==> config.mk <==
export PLATFORM = sky130hd
export DESIGN_NAME = rbe_queue
export DESIGN_NICKNAME = d
export VERILOG_FILES = /design/src/sv/rbe_pkg.sv /design/src/sv/rbe_queue.sv
export SDC_FILE = /design/constraint.sdc
export NUM_CORES = 1
export LEC_CHECK = 0
export BUFFER_PORTS_ARGS = -buffer_cell sky130_fd_sc_hd__buf_2
export CAP_MARGIN = 20
export CORE_ASPECT_RATIO = 0.5
export CORE_MARGIN = 2
export CORE_UTILIZATION = 55
export CTS_BUF_LIST = sky130_fd_sc_hd__clkbuf_8 sky130_fd_sc_hd__clkbuf_16
export CTS_CLUSTER_DIAMETER = 200
export CTS_CLUSTER_SIZE = 40
export DETAILED_ROUTE_END_ITERATION = 8
export GPL_TIMING_DRIVEN = 0
export HOLD_SLACK_MARGIN = 0.12
export MAX_ROUTING_LAYER = met4
export PLACE_DENSITY = 0.79
export SLEW_MARGIN = 40
export SYNTH_ARGS = -nofsm -noshare
export SYNTH_HDL_FRONTEND = slang
export SYNTH_SLANG_ARGS = --single-unit
==> constraint.sdc <==
create_clock -name clk_i -period 6.65 [get_ports clk_i]
set_input_delay 0.665 -clock clk_i [delete_from_list [all_inputs] [get_ports clk_i]]
set_output_delay 0.665 -clock clk_i [all_outputs]
set_load 0.01 [all_outputs]
==> src/sv/rbe_pkg.sv <==
`timescale 1ns / 1ps

package rbe_pkg;

  // Defaults for the top-level parameters.
  localparam int SCALE_BITS_DEF = 14;
  localparam int ALPHABET_DEF   = 256;

  // Field widths, sized for the largest supported scale.
  localparam int CMD_W  = 2;
  localparam int SYM_W  = 8;
  localparam int FREQ_W = 15;
  localparam int CUM_W  = 14;
  localparam int S0_W   = 4;
  localparam int ACC_W  = 24;
  localparam int CNT_W  = 5;
  localparam int BYTE_W = 8;

  localparam int QUEUE_DEPTH = 2;

  localparam logic [CMD_W-1:0] CMD_LOAD = 2'd0;
  localparam logic [CMD_W-1:0] CMD_ENC  = 2'd1;
  localparam logic [CMD_W-1:0] CMD_FIN  = 2'd2;

  typedef enum logic [1:0] {
    OP_ENC,
    OP_FIN,
    OP_ERR
  } op_kind_e;

  typedef struct packed {
    logic [CMD_W-1:0]  cmd;
    logic [SYM_W-1:0]  symbol;
    logic [FREQ_W-1:0] freq_in;
    logic [CUM_W-1:0]  cum_freq_in;
  } in_word_t;

  typedef struct packed {
    logic [BYTE_W-1:0] out_byte;
    logic              last;
    logic              error;
  } out_word_t;

  // One symbol table entry: renormalization shift base, cumulative and frequency.
  typedef struct packed {
    logic [S0_W-1:0]   s0;
    logic [CUM_W-1:0]  cum;
    logic [FREQ_W-1:0] freq;
  } tbl_entry_t;

  typedef struct packed {
    op_kind_e   kind;
    tbl_entry_t ent;
  } op_t;

endpackage

==> src/sv/rbe_queue.sv <==
`timescale 1ns / 1ps

module rbe_queue import rbe_pkg::*; (
  input  logic clk_i,
  input  logic rst_ni,
  input  logic push_i,
  input  op_t  data_i,
  output logic full_o,
  output logic valid_o,
  input  logic pop_i,
  output op_t  data_o
);

  localparam int PW = (QUEUE_DEPTH > 1) ? $clog2(QUEUE_DEPTH) : 1;
  localparam int CW = $clog2(QUEUE_DEPTH + 1);
  localparam logic [PW-1:0] LAST_PTR = PW'(QUEUE_DEPTH - 1);
  localparam logic [CW-1:0] FULL_CNT = CW'(QUEUE_DEPTH);

  op_t            slot_q [QUEUE_DEPTH];
  logic [PW-1:0]  wr_q, wr_d, rd_q, rd_d;
  logic [CW-1:0]  cnt_q, cnt_d;
  logic           do_push, do_pop;

  assign full_o  = cnt_q == FULL_CNT;
  assign valid_o = cnt_q != '0;
  assign data_o  = slot_q[rd_q];
  assign do_push = push_i && !full_o;
  assign do_pop  = pop_i && valid_o;

  always_comb begin
    wr_d  = wr_q;
    rd_d  = rd_q;
    cnt_d = cnt_q;
    if (do_push) begin
      wr_d = (wr_q == LAST_PTR) ? '0 : wr_q + 1'b1;
    end
    if (do_pop) begin
      rd_d = (rd_q == LAST_PTR) ? '0 : rd_q + 1'b1;
    end
    if (do_push && !do_pop) begin
      cnt_d = cnt_q + 1'b1;
    end else if (do_pop && !do_push) begin
      cnt_d = cnt_q - 1'b1;
    end
  end

  always_ff @(posedge clk_i or negedge rst_ni) begin
    if (!rst_ni) begin
      wr_q  <= '0;
      rd_q  <= '0;
      cnt_q <= '0;
    end else begin
      wr_q  <= wr_d;
      rd_q  <= rd_d;
      cnt_q <= cnt_d;
    end
  end

  always_ff @(posedge clk_i) begin
    if (do_push) begin
      slot_q[wr_q] <= data_i;
    end
  end

endmodule

==> results of run 1 <==
==> stage by stage <==
step	util	hold slack, ns	setup slack, ns
2_1_floorplan	-	0.369	3.99
3_3_place_gp	0.671	0.472	3.19
3_5_place_dp	0.684	0.477	4.73
4_1_cts	0.729	0.482	4.49
5_1_grt	0.729	0.483	4.47
6_report	0.729	0.500	4.52
==> power by group through the flow <==
stage	clock network [mW]	registers (mW)	logic, mW
after floorplan	0	0.676	0.396
final	0.370	0.672	0.574
after CTS	0.380	0.674	0.585
after global routing	0.401	0.681	0.614
after detailed placement	0	0.684	0.583
after global placement	0	0.681	0.538
==> routing by layer <==
metal / up-vias / wire (um) / track usage
met2: 49 / 2300 / 0.283
met5: - / 0 / -
met3: 5 / 303 / 0.0609
met4: 0 / 54 / 0.0921
met1: 689 / 1700 / 0.173
li1: 677 / - / -
==> registers in the layout, indices dropped and copies added (netlist names) <==
name	cells
wr_q	1
cnt_q	2
slot_q	70
rd_q	1
==> final cells by class <==
class                   instances  area (sq um)  share of cell area
flip-flops and latches         74          2200               0.607
multi-input cells              48           604               0.166
repair buffers                 78           440               0.121
clock buffers                   9           124              0.0341
clock inverters                 7          92.6              0.0255
well taps                      70          87.6              0.0241
plain buffers                   4          71.3              0.0196
inverters                       2          7.51             0.00207
==> cells by family (layout without fill, tap and decap cells) <==
family | Yosys count | in the layout | synth area share
flops | 74 | 74 | 0.766
mux | 35 | 35 | 0.175
simple gates | 7 | 7 | 0.0126
buf+inv | 6 | 100 | 0.0274
xor+xnor | 5 | 5 | 0.0152
fa+ha+maj | 1 | 1 | 0.00435
==> synthesized netlist by cell type (all sizes together) <==
library cell | n | area, sq um
mux2 | 35 | 503
dfrtp | 4 | 100
nor2 | 2 | 7.51
xnor2 | 3 | 26.3
and3 | 1 | 6.26
edfxtp | 70 | 2100
buf | 4 | 71.3
nand2 | 2 | 10.0
inv | 2 | 7.51
xor2 | 2 | 17.5
ha | 1 | 12.5
nand2b | 1 | 6.26
or2 | 1 | 6.26
==> final timing paths <==
| path | cells past startpoint | to | slack [ns] | from |
|---|---|---|---|---|
| max | 4 | data_o[21] | 4.52 | rd_q$_DFFE_PN0P_ |
| min | 1 | cnt_q[1]$_DFFE_PN0P_ | 0.50 | cnt_q[1]$_DFFE_PN0P_ |
| max reg2reg | 4 | slot_q[0][19]$_DFFE_PP_ | 4.89 | cnt_q[0]$_DFFE_PN0P_ |
| min reg2reg | 1 | cnt_q[1]$_DFFE_PN0P_ | 0.50 | cnt_q[1]$_DFFE_PN0P_ |
| max in group asynchronous | 2 | cnt_q[1]$_DFFE_PN0P_ | 5.88 | rst_ni |
| min in group asynchronous | 2 | wr_q$_DFFE_PN0N_ | 0.65 | rst_ni |
==> impl_metrics.py, run 1 <==
metrics = {
    "outcome": {
        "status": "complete, no violations",
    },
    "die": {
        "core_area_sq_mm": 0.00498,
        "fp.dieH_um": 55.1,
        "design.die.area_sq_mm": 0.00586,
        "io_pins": 76,
        "die_w_um": 106,
        "num_rows": 18,
        "start_util": 0.578,
    },
    "drt": {
        "route.detailed.drc": 0,
        "vias_per_cell": 4.86,
        "final_antenna_net_count": 0,
        "detail_route.wirelength_um": 4360,
        "vias": 1420,
        "routedWlPerCell_um": 14.9,
        "drt_iter0_drc": 63,
        "drtPass1Iterations": 4,
    },
    "global_route": {
        "grt_first_pass_wirelength_um": 6400,
        "grt_use_total": 0.165,
        "antenna_found_initial": 0,
        "grt_max_degree": 20,
        "grt_overflow": 0,
        "grt_pass1_vias": 1351,
    },
    "critical_path": {
        "slowest_stage": "dfrtp_1",
        "required_ns": 5.98,
        "path_cells": "buf_6 -> buf_12 -> mux2_4 -> buf_2",
        "cp.arrival_ns": 1.46,
        "critical_path_class": "reg2out",
        "critPathBufInv": 3,
        "start_kind": "flop",
        "cpLargestDelayFamily": "buffers and inverters",
        "cp_max_fo": 10,
        "crit_path_end_kind": "primary output",
        "critPathMaxStageDelay_ns": 0.37,
    },
    "sta": {
        "hold_violations": 0,
        "tns_ns": 0,
        "period_needed_ns": 2.13,
        "clock_skew_ns": 0.00364,
        "min_period_over_period": 0.320,
        "fmax_ghz": 0.470,
        "drv_slew": 0,
        "setup_viol_count_final": 0,
        "relSlewSlack": 0.601,
        "worst_slew_pin_slew_ns": 0.597,
        "rsz0062_at_grt": "false",
    },
    "synth": {
        "ys_ff_latch": 74,
        "syn_area_per_cell_sq_um": 22.5,
        "syn_nets": 168,
        "yosys_warnings": 0,
        "netlist_instances": 128,
        "synth_cell_types": 16,
        "seq_area_frac_synth": 0.766,
        "syn_area_sq_mm": 0.00288,
    },
    "cells_and_area": {
        "final_cell_area_sq_mm": 0.00363,
        "drive_gt1_frac": 0.604,
        "stdcell_count": 292,
        "fin_nets": 257,
        "layout.cells.most_common": "buf_2",
        "syn_to_final_growth_pct": 26.2,
        "final_cell_mix": "75 x buf_2, 70 x edfxtp_1, 29 x mux2_4",
        "n_fill_cell": 314,
        "n_antenna_cell": 0,
    },
    "power_and_ir_drop": {
        "p_comb_frac": 0.355,
        "power_frac_clock": 0.229,
        "ir_drop_v": 0.000337,
        "pwr-share-seq": 0.416,
        "leakage_nw": 1.48,
        "power.density_mw_per_mm2": 445,
        "p_switching_mw": 0.458,
        "finalPower_mw": 1.62,
        "swShare": 0.283,
        "intPower_mw": 1.16,
    },
    "placed_design": {
        "io_buffers": 75,
        "place.gp.congestion": 0.684,
        "dp_hpwl_um": 3070,
        "placed_cell_area_sq_mm": 0.00340,
        "placed_cells": 275,
    },
    "clocking": {
        "clockBufferDepth": 2,
        "cts_tree": "yes",
        "h-tree-depth": 3,
        "clk_latency_ns": 0.34,
        "postCtsSetupBuffers": 0,
        "root_buffer": "clkbuf_8",
        "cts_sinks": 74,
        "ctsResizeCount": 0,
        "cts-buffers-inserted": 9,
        "clk_pin_slew_ns": 0.07,
        "ctsHoldBuffers": 1,
    },
    "job": {
        "cap_violations": 0,
    },
    "hold_path": {
        "hold_class": "reg2reg",
    },
}
No activity file was read; power rests on OpenSTA's default activity.
==> inputs of run 2 (changes only) <==
Settings changed: ABC_AREA set to 1, CORE_UTILIZATION 55 to 47, PLACE_DENSITY 0.79 to 0.71.
Clock period 6.65 ns to 1.91 ns, I/O delays scaled along.
==> run 2 against run 1 <==
Clock-buffer cell count is the same. Final cell count increased by 42%. Cell area increased by 9.1%. Non-clock buffer count grew 37. Critical path depth increased by 1. Critical path type is now reg2reg. Combinational power rose to 3.5 times the previous value. Clock power rose to 3.8 times the previous value. Flip-flop and latch count stayed put. Worst hold slack got worse by 0.36 ns.
==> impl_metrics.py, run 2 <==
metrics = {
    "synth": {
        "synth-edff-count": 70,
        "synth.most_common_cell": "nand2_1",
        "syn_area_sq_mm": 0.00285,
        "synth_cell_types": 18,
        "netlist_instances": 214,
        "synth_area_leader_cell": "edfxtp_1",
        "async_flop_share": 0.0541,
        "synth_compound_gate_area_share": 0.00176,
        "syn_nets": 254,
        "yosys.area_share.simple": 0.178,
        "synth_top_family_by_area": "simple AND/OR/NAND/NOR gates",
        "synthTopCellsByArea": "edfxtp_1 74%, nand2_1 14%, dfrtp_1 3.5%",
        "yosysTopAreaCellShare": 0.738,
        "synth_common_cells": "103 x nand2_1, 70 x edfxtp_1, 13 x nand2_2, 6 x inv_1",
        "synthAdderAreaFrac": 0.00440,
        "ys.flop_type": "edfxtp_1",
        "yosys_warnings": 0,
        "seq_area_frac_synth": 0.774,
        "syn_area_per_cell_sq_um": 13.3,
        "synth_xor_area_frac": 0.00308,
        "synthMuxAreaShare": 0,
        "ys_ff_latch": 74,
    },
    "clocking": {
        "h-tree-depth": 3,
        "cts_tree": "yes",
        "ctsHoldBuffers": 36,
        "ctsResizeCount": 0,
        "cts-buffers-inserted": 9,
        "root_buffer": "clkbuf_16",
        "clockBufferDepth": 2,
        "clk_pin_slew_ns": 0.05,
        "clk_latency_ns": 0.33,
        "cts_sinks": 74,
        "postCtsSetupBuffers": 0,
    },
    "drt": {
        "final_antenna_net_count": 0,
        "drt_iter0_drc": 91,
        "vias": 1901,
        "routedWlPerCell_um": 13.5,
        "vias_per_cell": 4.59,
        "detail_route.wirelength_um": 5600,
        "drtPass1Iterations": 4,
        "route.detailed.drc": 0,
    },
    "cells_and_area": {
        "top_register": "slot_q",
        "n_antenna_cell": 0,
        "syn_to_final_growth_pct": 39.1,
        "layout.cells.most_common": "nand2_1",
        "largest_register_ffs": 70,
        "n_fill_cell": 386,
        "final_cell_mix": "103 x nand2_1, 75 x buf_2, 70 x edfxtp_1",
        "drive_gt1_frac": 0.334,
        "fin_nets": 377,
        "reg.largest.list": "slot_q (70), cnt_q (2)",
    },
    "power_and_ir_drop": {
        "power.density_mw_per_mm2": 1450,
        "leakage_nw": 1.74,
        "ir_drop_v": 0.00105,
        "finalPower_mw": 5.76,
    },
    "sta": {
        "hold_violations": 0,
        "final.setup.worst_slack_ns": 0.199,
        "setup_viol_count_final": 0,
        "period_needed_ns": 1.71,
        "rsz0062_at_grt": "false",
        "fmax_ghz": 0.584,
        "relSlewSlack": 0.484,
        "worst_slew_pin_slew_ns": 0.774,
        "clock_skew_ns": 0.00625,
        "drv_slew": 0,
        "min_period_over_period": 0.896,
        "tns_ns": 0,
    },
    "die": {
        "num_rows": 19,
        "core_area_sq_mm": 0.00566,
        "die_w_um": 114,
        "fp.dieH_um": 59.0,
        "start_util": 0.503,
        "io_pins": 76,
        "design.die.area_sq_mm": 0.00673,
    },
    "placed_design": {
        "place.gp.congestion": 0.698,
        "io_buffers": 75,
        "dp_hpwl_um": 3450,
        "pre_cts_ws_ns": 0.184,
    },
    "critical_path": {
        "critical_path_class": "reg2reg",
        "cp.arrival_ns": 1.66,
        "required_ns": 1.86,
        "crit_path_end_kind": "flop",
        "start_kind": "flop",
        "cp_max_fo": 35,
    },
    "global_route": {
        "grt_max_degree": 36,
        "antenna_found_initial": 0,
        "grt_pass1_vias": 1897,
        "grt_first_pass_wirelength_um": 8640,
        "grt_overflow": 0,
        "grt_use_total": 0.185,
    },
    "job": {
        "cap_violations": 0,
    },
    "outcome": {
        "status": "complete, no violations",
    },
    "hold_path": {
        "hold_class": "in2reg",
    },
}
==> run 2: area by class of cell <==
| cell class | count | area (sq um) | share of cell area |
|---|---|---|---|
| buffer | 7 | 75.1 | 0.0190 |
| clock buffer | 9 | 225 | 0.0569 |
| clock inverter | 6 | 26.3 | 0.00664 |
| inverter | 8 | 37.5 | 0.00948 |
| multi-input combinational | 125 | 539 | 0.136 |
| sequential | 74 | 2200 | 0.556 |
| tap | 73 | 91.3 | 0.0231 |
| timing repair buffer | 112 | 763 | 0.193 |
==> run 2: critical path: stages (launching register included) <==
cell and delay (ns):
dfrtp_1 0.38, inv_1 0.14, nor2_2 0.07, nor2_4 0.10, nand2_2 0.06, inv_2 0.56
==> run 2: path summary, 6_finish.rpt <==
check	cells past startpoint	start	to	slack [ns]
worst max-delay path	5	cnt_q[1]$_DFFE_PN0P_	slot_q[0][33]$_DFFE_PP_	0.20
worst min-delay path	3	pop_i	rd_q$_DFFE_PN0P_	0.14
worst max register to register	5	cnt_q[1]$_DFFE_PN0P_	slot_q[0][33]$_DFFE_PP_	0.20
worst min register to register	2	wr_q$_DFFE_PN0N_	wr_q$_DFFE_PN0N_	0.48
max in group asynchronous	2	rst_ni	cnt_q[1]$_DFFE_PN0P_	1.58
min in group asynchronous	2	rst_ni	rd_q$_DFFE_PN0P_	0.20
==> run 2: cell families (layout without fill, tap and decap cells) <==
| logic type | Yosys count | in the layout |
|---|---|---|
| XOR/XNOR | 1 | 1 |
| AO/OA/AOI/OAI | 1 | 1 |
| flip-flops | 74 | 74 |
| adder cells (fa/ha/maj) | 1 | 1 |
| AND/OR/NAND/NOR | 122 | 122 |
| buffers and inverters | 15 | 142 |
==> run 2: power breakdown <==
group | internal, mW | leakage, nW | switching (mW)
combinational | 0.778 | 0.912 | 1.22
clock | 0.848 | 0.131 | 0.572
sequential | 2.22 | 0.699 | 0.113
total | 3.85 | 1.74 | 1.91
==> run 2: layer usage <==
| layer | routed length [um] | part of all wire | vias to the layer above | global-route usage |
|---|---|---|---|---|
| met5 | 0 | 0 | - | - |
| met1 | 2230 | 0.40 | 888 | 0.197 |
| met2 | 3050 | 0.54 | 50 | 0.325 |
| met3 | 297 | 0.053 | 4 | 0.0736 |
| met4 | 23 | 0.0041 | 0 | 0.0575 |
| li1 | - | - | 959 | - |
==> run 2: metrics by stage <==
stage / util / area (sq um) / std cells / hold slack, ns
floorplan: - / 2850 / 214 / -0.105
global placement: 0.587 / 3320 / 362 / -0.000502
detailed placement: 0.592 / 3350 / 363 / 0.00308
CTS: 0.700 / 3960 / 414 / 0.134
global route: 0.700 / 3960 / 414 / 0.141
finish: 0.700 / 3960 / 414 / 0.138
